<file path="src/rtl/ptl_pkg.sv">
// Shared types, constants and helpers for the poptrie prefix lookup core.
// Used by the front end, the command queue, the trie walker and the top level.
package ptl_pkg;

  // Store depths; both must be powers of two so that the index wraps by truncation
  localparam int NODE_ENTRIES = 4096;
  localparam int LEAF_ENTRIES = 8192;

  // Trie geometry
  localparam int STRIDE  = 4;
  localparam int ADDR_W  = 32;
  localparam int LEVELS  = ADDR_W / STRIDE;
  localparam int FAN     = 1 << STRIDE;
  localparam int CNT_W   = $clog2(FAN + 1);
  localparam int LVL_W   = $clog2(LEVELS);

  // Store address widths and the width used for index sums before wrapping
  localparam int NODE_AW = $clog2(NODE_ENTRIES);
  localparam int LEAF_AW = $clog2(LEAF_ENTRIES);
  localparam int IDX_W   = 21;

  // Field widths of a transfer
  localparam int FUNC_W       = 2;
  localparam int ENTRY_W      = 13;
  localparam int LEAF_BASE_W  = 13;
  localparam int CHILD_BASE_W = 12;
  localparam int LEN_W        = 6;

  // Command queue depth
  localparam int QUEUE_DEPTH = 2;
  localparam int Q_AW        = $clog2(QUEUE_DEPTH);

  // Function codes on the func port
  localparam logic [FUNC_W-1:0] FUNC_LOOKUP  = 2'd0;
  localparam logic [FUNC_W-1:0] FUNC_NODE_WR = 2'd1;
  localparam logic [FUNC_W-1:0] FUNC_LEAF_WR = 2'd2;

  // Operation carried through the queue
  typedef enum logic [1:0] {
    OP_LOOKUP,
    OP_NODE_WR,
    OP_LEAF_WR
  } op_t;

  // One node word as held in the node store
  typedef struct packed {
    logic [FAN-1:0]          child_bitmap;
    logic [FAN-1:0]          leaf_bitmap;
    logic [LEAF_BASE_W-1:0]  leaf_base;
    logic [CHILD_BASE_W-1:0] child_base;
  } node_word_t;

  localparam int NODE_W = $bits(node_word_t);

  // Classified command between front end and walker
  typedef struct packed {
    op_t                op;
    logic [ENTRY_W-1:0] entry_index;
    logic [ADDR_W-1:0]  ip_addr;
    node_word_t         node;
    logic [LEN_W-1:0]   leaf_length;
  } cmd_t;

  // Queue status seen by both sides
  typedef struct packed {
    logic empty;
    logic full;
  } q_stat_t;

  // Walker states
  typedef enum logic [1:0] {
    S_IDLE,
    S_NODE,
    S_FIN
  } walk_state_t;

  // Count the set bits of one bitmap
  function automatic logic [CNT_W-1:0] popcount(input logic [FAN-1:0] x);
    logic [CNT_W-1:0] n;
    n = '0;
    for (int i = 0; i < FAN; i++) begin
      n = n + CNT_W'(x[i]);
    end
    return n;
  endfunction

endpackage

</file>
<file path="src/rtl/ptl_queue.sv">
// Short command queue between the front end and the trie walker.
// Depends on ptl_pkg for the command type and queue depth.
module ptl_queue
  import ptl_pkg::*;
(
  input  logic    clk,
  input  logic    rst,
  input  logic    push,
  input  cmd_t    push_data,
  input  logic    pop,
  output cmd_t    head,
  output q_stat_t stat
);

  cmd_t            slot [QUEUE_DEPTH];
  logic [Q_AW-1:0] wr_ptr;
  logic [Q_AW-1:0] rd_ptr;
  logic [Q_AW:0]   count;

  // Store a pushed command
  always_ff @(posedge clk) begin
    if (push) begin
      slot[wr_ptr] <= push_data;
    end
  end

  // Advance pointers and occupancy
  always_ff @(posedge clk) begin
    if (rst) begin
      wr_ptr <= '0;
      rd_ptr <= '0;
      count  <= '0;
    end else begin
      if (push) begin
        wr_ptr <= wr_ptr + Q_AW'(1);
      end
      if (pop) begin
        rd_ptr <= rd_ptr + Q_AW'(1);
      end
      case ({push, pop})
        2'b10:   count <= count + (Q_AW + 1)'(1);
        2'b01:   count <= count - (Q_AW + 1)'(1);
        default: count <= count;
      endcase
    end
  end

  assign head       = slot[rd_ptr];
  assign stat.empty = (count == '0);
  assign stat.full  = (count == (Q_AW + 1)'(QUEUE_DEPTH));

endmodule

</file>
<file path="config.mk">
export PLATFORM = sky130hd
export DESIGN_NAME = ptl_queue
export DESIGN_NICKNAME = d
export VERILOG_FILES = /design/src/rtl/ptl_pkg.sv /design/src/rtl/ptl_queue.sv
export SDC_FILE = /design/constraint.sdc
export NUM_CORES = 1
export LEC_CHECK = 0
export ABC_AREA = 1
export BUFFER_PORTS_ARGS = -buffer_cell sky130_fd_sc_hd__buf_4
export CORE_MARGIN = 10
export CORE_UTILIZATION = 50
export CTS_BUF_LIST = sky130_fd_sc_hd__clkbuf_2 sky130_fd_sc_hd__clkbuf_4 sky130_fd_sc_hd__clkbuf_8
export CTS_CLUSTER_SIZE = 40
export DETAILED_ROUTE_END_ITERATION = 7
export HOLD_SLACK_MARGIN = 0.03
export PLACE_DENSITY_LB_ADDON = 0.25
export SKIP_LAST_GASP = 1
export SYNTH_ARGS = -nofsm -noshare
export SYNTH_HDL_FRONTEND = slang
export SYNTH_SLANG_ARGS = --single-unit
</file>
<file path="constraint.sdc">
create_clock -name clk -period 8.8 [get_ports clk]
set_input_delay 1.76 -clock clk [delete_from_list [all_inputs] [get_ports clk]]
set_output_delay 1.76 -clock clk [all_outputs]
set_load 0.02 [all_outputs]
</file>
==> summary.md, run 1 <==
| Metric | Value |
|---|---|
| Status | complete, no violations |
| HP Start | rd_ptr |
| Routability Congestion | 0.768 |
| DRT Wirelength | 17400 um |
| Max-slew headroom | between 20% and 30% |
| Synth Instances | ~380 |
| Warnings, synthesis | 0 |
| GR Util met1 | 16.8% |
| CTS Buffer Depth | 3 |
| M3 GR Usage | 6.56% |
| Peak VDD IR | between 0.0001 and 0.00015 V |
| Commonest non-fill, non-tap cell in the layout | buf_4 |
| RR Startpoint | wr_ptr |
| First-pass GRT wire length | 25800 um |
| Max-slew violations | 0 |
| Sum of negative setup slack | 0 ns |
| H-tree depth | 2 |
| DR vias/cell | 4.83 |
| Area Overhead vs Synth | 28.9% |
| Initial antenna violation count | 0 |
| Commonest non-fill, non-tap cells in the layout | buf_4, edfxtp_1, mux2_4 |
| Worst setup SP type | register |
| Register area share after synthesis | between 70% and 80% |
| TritonCTS Buffers | 37 |
| Clk root buf | clkbuf_8 |
| FMAX | between 0.2 and 0.25 GHz |
| Largest net degree at the start of global routing | between 50 and 60 |
| Final min period | 4.82 ns |
| Tcrit/Tclk final | 54.8% |
| Mapped cell area | about 8700 sq um |
| WL/cell | 19.7 um |
| Gr busiest metal | met2 |
| TritonRoute pass-1 iters | 4 |
| Flops & latches, synth | 225 |
| R2R cell count | 3 |
| Crit path DAT | 3.06 ns |
| MaxCap Viol Count | 0 |
| Die Y | 152 um |
| # setup viols final | 0 |
| Worst-path maximum fanout | 58 |
| WS Path Type | reg2out |
| Worst hold path cell count | 2 |
| Layout cells sized above 1 | about three fifths |
| Hold_buf cts | 0 |
| Worst-Margin Slew | 1.06 ns |
| # rows | 48 |
| Post-cts sizing count | 0 |
| PwrDens | 221 nW/um^2 |
| Final Net Count | 746 |
| HP Class | reg2reg |
| Final Power | 0.00247 W |
| Top-Level Pins | 226 |
| Final Non-Filler Cells | 883 |
| HPWL after detailed placement | 12000 um |
| Core area | 17100 sq um |
| Die Area | between 20000 and 25000 sq um |
| Crit. End Element | output port |
| DRC | 0 |
| # diodes | 0 |
| Clk_lat worst skew | just over 0.5 ns |
| Initial Util | 50.6% |
| PortBufs | approximately 230 |
| GR Layer Usage met2 | a little under a quarter |
| Number of fill cells | 1184 |
| Avg Cell Area, Syn | between 20 and 25 sq um |
| Cell variety after synth | 16 |
| RSZ-0062 raised after global routing | no |
| Final ANT Viol Nets | 0 |
| Post-CTS setup buffer count | 0 |
| Worst Hold End | rd_ptr |
| TritonCTS Sinks | between 200 and 250 |
| Synthesized Nets | 490 |
| Terminus of the critical flop-to-flop path | slot[1][84] |
| CTS tree | yes |
| Post-Place Cells | a little over 800 |
| Final Hold Vio Count | 0 |
| Via count | 4265 |
| WHS | 0.514 ns |
| Die W | 152 um |
| Reg clk slew, reported paths | 0.06 ns |
| GRT Resource Usage Total | ~15% |
| Initial drt markers | 185 |
| Reg2Reg Setup Slack | 6.56 ns |
| Leak Pwr | 4.45 nW |
| Overflow after GRT | 0 |
| Vias in the first global route | 4683 |
| Clock Skew | ~0.021 ns |
| Crit path required time | 7.04 ns |
-- power by group --
part           internal (W)  switching, W  total [W]  leakage, nW
clock network      0.000472      0.000374   0.000847        0.374
logic              0.000183      0.000170   0.000353         1.97
registers           0.00124     0.0000274    0.00127         2.11
total               0.00190      0.000571    0.00247         4.45
-- metal layers --
layer / vias up / part of all wire, %
li1: 1988 / -
met1: 2082 / 38
met2: 165 / 50
met3: 30 / 11
met4: 0 / 1.8
met5: - / 0
-- state kept, by name (all words and copies together), names as in the netlist, named ones only --
signal and count:
count 2, rd_ptr 1, slot 220, wr_ptr 1
-- cells by family (layout without fill, tap and decap cells) --
kind of cell,count (synthesis),in the layout,share of synthesized area [%]
AO/OA/AOI/OAI,2,2,0.115
XOR/XNOR,1,1,0.101
adder cells (fa/ha/maj),1,1,0.144
buffers and inverters,19,302,2.80
flip-flops,225,225,77.4
multiplexers,110,110,18.6
AND/OR/NAND/NOR,17,17,0.780
-- layout make-up --
type | count | area, sq um | area share, %
sequential | 225 | 6710 | 60.1
multi-input combinational | 131 | 1720 | 15.4
timing repair buffer | 229 | 1720 | 15.4
inverter | 7 | 28.8 | 0.258
clock inverter | 12 | 52.6 | 0.471
clock buffer | 54 | 649 | 5.82
tap | 225 | 282 | 2.52
-- worst max-delay path: stages (launching register included) --
cell and delay (ns):
dfxtp_4 0.98, buf_4 0.90, mux2_2 0.43, buf_4 0.16
-- worst max path at each step --
stage,to,slack [ns],cells after the start
after floorplan,slot[0][0],1.79,2
after global placement,head[103],4.48,3
after detailed placement,head[104],4.46,3
after CTS,head[104],3.90,3
after global routing,head[107],3.80,3
final,head[104],3.98,3
-- synthesized netlist by cell type --
cell	n	share of area (%)
nand2_1	5	0.22
dfxtp_1	5	1.2
mux2_4	100	17
inv_1	7	0.30
o21ai_0	1	0.058
nand4_1	1	0.072
buf_2	1	0.058
ha_1	1	0.14
mux2_2	10	1.3
buf_6	1	0.13
xnor2_1	1	0.10
nor3_1	1	0.058
a21oi_1	1	0.058
nor2_1	10	0.43
buf_12	10	2.3
edfxtp_1	220	76
-- through the flow --
stage               area [sq um]  setup slack [ns]  util [%]
global route               11200              3.80      65.2
floorplan                   8660              1.79         -
detailed placement         10500              4.46      61.1
finish                     11200              3.98      65.2
global placement           10500              4.48      61.1
CTS                        11200              3.90      65.2
No activity file was read; power rests on OpenSTA's default activity.
==> inputs of run 2 (changes only) <==
==> constraint.sdc (replaced) <==
create_clock -name clk -period 4.45 [get_ports clk]
set_input_delay 0.89 -clock clk [delete_from_list [all_inputs] [get_ports clk]]
set_output_delay 0.89 -clock clk [all_outputs]
set_load 0.02 [all_outputs]
==> run 2 against run 1 <==
Non-clock buffer count up 3. First-iteration DRC count is 7.0% higher. Via count up 1.5%. Clock-buffer cell count fell by 2. Final area rose by 0.17%. Sequential cell count unchanged. Critical path type unchanged.
==> summary.md, run 2 (synthesized netlist as in run 1, its figures left out) <==
| Metric | Value |
|---|---|
| Status | complete, no violations |
| Initial Util | 50.6% (unchanged) |
| GRT Resource Usage Total | 14.8% (+0.28 points) |
| Hold_buf cts | 0 (unchanged) |
| Max reg flops | 220 (unchanged) |
| DRT Wirelength | 17700 um (+1.7%) |
| TritonCTS Sinks | 225 (unchanged) |
| Commonest non-fill, non-tap cell in the layout | buf_4 |
| Post-CTS setup buffer count | 0 (unchanged) |
| Die Y | 152 um (unchanged) |
| Initial drt markers | 198 (+7.0%) |
| DR vias/cell | 4.90 (+1.5%) |
| CTS tree | yes |
| First-pass GRT wire length | 26000 um (+0.75%) |
| DRC | 0 (unchanged) |
| Overflow after GRT | 0 (unchanged) |
| Final ANT Viol Nets | 0 (unchanged) |
| TritonRoute pass-1 iters | 4 (unchanged) |
| HPWL after detailed placement | 12400 um (+3.4%) |
| Clk root buf | clkbuf_8 |
| HP Start | rd_ptr |
| Biggest regs | slot (220), count (2) |
| Worst-Margin Slew | 0.886 ns (-0.177 ns) |
| TritonCTS Buffers | 37 (unchanged) |
| Final Hold Vio Count | 0 (unchanged) |
| Max-slew violations | 0 (unchanged) |
| Tcrit/Tclk final | 72.2% |
| Routability Congestion | 0.730 (-4.9%) |
| RSZ-0062 raised after global routing | no |
| Worst path max stage delay | 0.82 ns (-0.16 ns) |
| Max-slew headroom | 40.9% (+12 points) |
| Commonest non-fill, non-tap cells in the layout | buf_4, edfxtp_1, mux2_4 |
| # setup viols final | 0 (unchanged) |
| # diodes | 0 (unchanged) |
| PwrDens | 435 nW/um^2 (+97%) |
| Sum of negative setup slack | 0 ns (unchanged) |
| # rows | 48 (unchanged) |
| Peak VDD IR | 0.000301 V (+130%) |
| Worst-path maximum fanout | 39 (-33%) |
| Layout cells sized above 1 | 60.9% (+0.15 points) |
| Clock Skew | 0.0187 ns (-0.00272 ns) |
| Reg with most FFs | slot |
| Leak Pwr | 4.45 nW (+0.10%) |
| Final Net Count | 749 (+0.40%) |
| H-tree depth | 2 (unchanged) |
| Final min period | 3.21 ns |
| HP Class | reg2reg |
| Vias in the first global route | 4671 (-0.26%) |
| WHS | 0.528 ns (+0.0136 ns) |
| Clk_lat worst skew | 0.51 ns (about the same) |
| Die W | 152 um (unchanged) |
| CP max-delay cell | dfxtp_4 |
| CTS Buffer Depth | 3 (unchanged) |
| WL/cell | 20.1 um (+1.7%) |
| Top-Level Pins | 226 (unchanged) |
| WS Path Type | reg2out |
| Largest net degree at the start of global routing | 66 (+12%) |
| Reg clk slew, reported paths | 0.05 ns (about the same) |
| Worst-path cell chain | buf_4, mux2_4, buf_4 |
| Area Overhead vs Synth | 29.1% |
| Via count | 4329 (+1.5%) |
| MaxCap Viol Count | 0 (unchanged) |
| Worst setup SP type | register |
| Crit path DAT | 2.32 ns (-0.74 ns) |
| PortBufs | 225 (unchanged) |
| Post-cts sizing count | 0 (unchanged) |
| Crit. End Element | output port |
| Die Area | 23000 sq um (unchanged) |
| Most frequent cell on the critical path | buf_4 |
| Core area | 17100 sq um (unchanged) |
| RR Startpoint | wr_ptr |
| FMAX | between 0.3 and 0.4 GHz |
| Initial antenna violation count | 0 (unchanged) |
| Crit path required time | 3.56 ns (-3.48 ns) |
[run 2: final timing paths]
path,slack (ns),cells after the start,endpoint
min reg2reg,0.53,2,rd_ptr
max,1.24,3,head[7]
min,0.53,2,rd_ptr
max reg2reg,2.48,3,slot[1][3]
[run 2: where the power goes]
part	internal [W]	switching, W	leakage (nW)
clock network	0.000915	0.000741	0.359
logic	0.000363	0.000340	1.99
registers	0.00246	0.0000504	2.11
total	0.00373	0.00113	4.45
[run 2: routing by layer]
metal / vias to the layer above / GRT usage [%] / wire, um
met2: 185 / 24.4 / 8950
li1: 1991 / - / -
met3: 32 / 7.07 / 1850
met1: 2121 / 16.4 / 6520
met4: 0 / 5.67 / 408
met5: - / 0 / 0
[run 2: stage by stage]
stage	std cells	power, W	setup WS [ns]	cell area (sq um)	util [%]
6_report	883	0.00487	1.24	11200	65.3
5_1_grt	883	0.00508	1.09	11200	65.3
4_1_cts	883	0.00494	1.17	11200	65.3
3_5_place_dp	820	0.00327	1.74	10500	61.3
3_3_place_gp	820	0.00325	1.76	10500	61.3
2_1_floorplan	375	0.00299	0.230	8660	-
[run 2: area by class of cell]
cell class | instances | area, sq um
multi-input combinational | 131 | 1720
clock inverter | 11 | 51.3
inverter | 7 | 28.8
fill | 1194 | 5940
clock buffer | 52 | 634
sequential | 225 | 6710
tap | 225 | 282
timing repair buffer | 232 | 1750
[run 2: critical path: cells and delay by family, from the launching register on]
| kind | cells | cell delay (ns) |
|---|---|---|
| flip-flops | 1 | 0.82 |
| buffers and inverters | 2 | 0.64 |
| multiplexers | 1 | 0.34 |
==> inputs of run 3 (changes only) <==
==> constraint.sdc (replaced) <==
create_clock -name clk -period 3.35 [get_ports clk]
set_input_delay 0.67 -clock clk [delete_from_list [all_inputs] [get_ports clk]]
set_output_delay 0.67 -clock clk [all_outputs]
set_load 0.02 [all_outputs]
==> run 3 against run 2 <==
Core utilization rose by 0.37 points. Final area rose by 0.56%. Clock skew fell by 0.0074 ns. Clock-buffer cell count fell by 5. Clock power rose by 37%. Hold slack got worse by 0.19 ns. Critical path depth did not move. Largest cell class unchanged. Via count fell by 1.6%. Final cell count rose by 0.34%. Non-clock buffer count rose by 2. Total power rose by 34%. First-iteration DRC count fell by 15%.
==> summary.md, run 3 (synthesized netlist as in run 1, its figures left out) <==
| Metric | Value |
|---|---|
| Status | complete, no violations |
| WL/cell | 19.6 um (-2.2%) |
| First-pass GRT wire length | 26000 um (about the same) |
| DRC | 0 (unchanged) |
| PwrDens | 582 nW/um^2 (+34%) |
| Core area | 17100 sq um (unchanged) |
| Largest net degree at the start of global routing | 68 (+3.0%) |
| DRT Wirelength | 17400 um (-1.8%) |
| Worst hold path cell count | 2 (unchanged) |
| Die Area | 23000 sq um (unchanged) |
| HP Start | rst |
| Clock Skew | 0.0113 ns (-0.00740 ns) |
| Clk root buf | clkbuf_8 |
| Final min period | 2.72 ns |
| Worst-Margin Slew | 0.899 ns (+0.0131 ns) |
| Area Overhead vs Synth | 29.8% |
| MaxCap Viol Count | 0 (unchanged) |
| H-tree depth | 2 (unchanged) |
| Terminus of the critical flop-to-flop path | slot[0][101] |
| Reg area | 6710 sq um (unchanged) |
| Gate power share | 14.5% (about the same) |
| Final Net Count | 750 (+0.13%) |
| Area of the multi-input gates | 1720 sq um (unchanged) |
| # rows | 48 (unchanged) |
| Max-slew headroom | 40.1% (-0.87 points) |
| Crit. End Element | output port |
| DR vias/cell | 4.81 (-1.9%) |
| Post-cts sizing count | 0 (unchanged) |
| WHS | 0.339 ns (-0.189 ns) |
| Tcrit/Tclk final | 81.2% |
| Vias in the first global route | 4701 (+0.64%) |
| Post-Place Cells | 822 (+0.24%) |
| Overflow after GRT | 0 (unchanged) |
| Die W | 152 um (unchanged) |
| Layout cells sized above 1 | 60.5% (-0.43 points) |
| # setup viols final | 0 (unchanged) |
| Share of total power in the clock network | 34.8% (+0.8 points) |
| Die Y | 152 um (unchanged) |
| PortBufs | 225 (unchanged) |
| Initial antenna violation count | 0 (unchanged) |
| Commonest non-fill, non-tap cell in the layout | buf_4 |
| Max-slew violations | 0 (unchanged) |
| Worst-path maximum fanout | 40 (+2.6%) |
| HPWL after detailed placement | 12200 um (-1.7%) |
| Post-CTS setup buffer count | 0 (unchanged) |
| Top-Level Pins | 226 (unchanged) |
| Number of fill cells | 1175 (-1.6%) |
| TritonRoute pass-1 iters | 4 (unchanged) |
| Seq pwr share | 50.7% (-0.8 points) |
| Net Sw Power | 0.00150 W (+33%) |
| Biggest regs | slot (220), count (2) |
| Peak VDD IR | 0.000388 V (+29%) |
| Initial drt markers | 169 (-15%) |
| Final Non-Filler Cells | 886 (+0.34%) |
| Leak Pwr | 4.48 nW (+0.61%) |
| Initial Util | 50.6% (unchanged) |
| Post-route core utilization | 65.7% (+0.37 points) |
| Reg clk slew, reported paths | 0.07 ns (+0.02 ns) |
| RR Startpoint | wr_ptr |
| Crit path DAT | 2.05 ns (-0.27 ns) |
| Via count | 4261 (-1.6%) |
| Net switching share of the total power | 23.0% (-0.30 points) |
| Commonest non-fill, non-tap cells in the layout | buf_4, edfxtp_1, mux2_4 |
| WS Path Type | reg2out |
| RSZ-0062 raised after global routing | no |
| Final ANT Viol Nets | 0 (unchanged) |
| Internal power | 0.00504 W (+35%) |
| CTS tree | yes |
| Clk_lat worst skew | 0.50 ns (about the same) |
| CTS Buffer Depth | 3 (unchanged) |
| Sum of negative setup slack | 0 ns (unchanged) |
| TritonCTS Sinks | 225 (unchanged) |
| FMAX | 0.368 GHz |
| Final Hold Vio Count | 0 (unchanged) |
| Crit path required time | 2.68 ns (-0.88 ns) |
| PnR worst setup slack | 0.631 ns (-0.606 ns) |
| Hold_buf cts | 0 (unchanged) |
| Post-place setup slack | 1.14 ns (-0.605 ns) |
| R2R cell count | 2 (-1) |
| Max reg flops | 220 (unchanged) |
| Routability Congestion | 0.749 (+2.6%) |
| Worst setup SP type | register |
| # diodes | 0 (unchanged) |
| HP Class | in2reg |
| Reg2Reg Setup Slack | 1.79 ns (-0.69 ns) |
| GRT Resource Usage Total | 14.7% (-0.15 points) |
| Reg with most FFs | slot |
| TritonCTS Buffers | 36 (-2.7%) |
[run 3: per-layer routing]
layer	vias up	global-route usage (%)	part of all wire, %
met5	-	0	0
met4	0	5.20	2.2
met3	30	6.44	11
met2	170	24.9	52
met1	2066	16.2	35
li1	1995	-	-
[run 3: worst max path at each step]
stage | from | end | slack (ns) | cells after the start
final | register | head[69] | 0.63 | 3
after global placement | register | head[68] | 1.16 | 3
after global routing | register | head[68] | 0.53 | 3
after floorplan | push | slot[1][0] | 0.02 | 2
after CTS | register | head[75] | 0.57 | 3
after detailed placement | register | head[75] | 1.14 | 3
[run 3: worst max-delay path, stage by stage (launching register included)]
cell,delay [ns]
dfxtp_4,0.64
buf_12,0.35
mux2_4,0.34
buf_4,0.16
[run 3: power groups by stage]
stage | clock network, W | logic (W) | registers (W)
6_report | 0.00228 | 0.000950 | 0.00332
5_1_grt | 0.00249 | 0.00101 | 0.00333
4_1_cts | 0.00236 | 0.000972 | 0.00332
3_5_place_dp | 0 | 0.000969 | 0.00338
3_3_place_gp | 0 | 0.000955 | 0.00337
2_1_floorplan | 0 | 0.000609 | 0.00335
[run 3: area by class of cell]
| class | instances | area share, % |
|---|---|---|
| clock buffer | 47 | 5.20 |
| clock inverter | 17 | 1.10 |
| inverter | 7 | 0.256 |
| multi-input combinational | 131 | 15.3 |
| sequential | 225 | 59.7 |
| tap | 225 | 2.50 |
| timing repair buffer | 234 | 16.0 |
[run 3: through the flow]
stage | instance area (sq um) | total power (W)
after floorplan | 8670 | 0.00396
after global placement | 10500 | 0.00432
after detailed placement | 10500 | 0.00435
after CTS | 11200 | 0.00665
after global routing | 11200 | 0.00683
final | 11200 | 0.00654
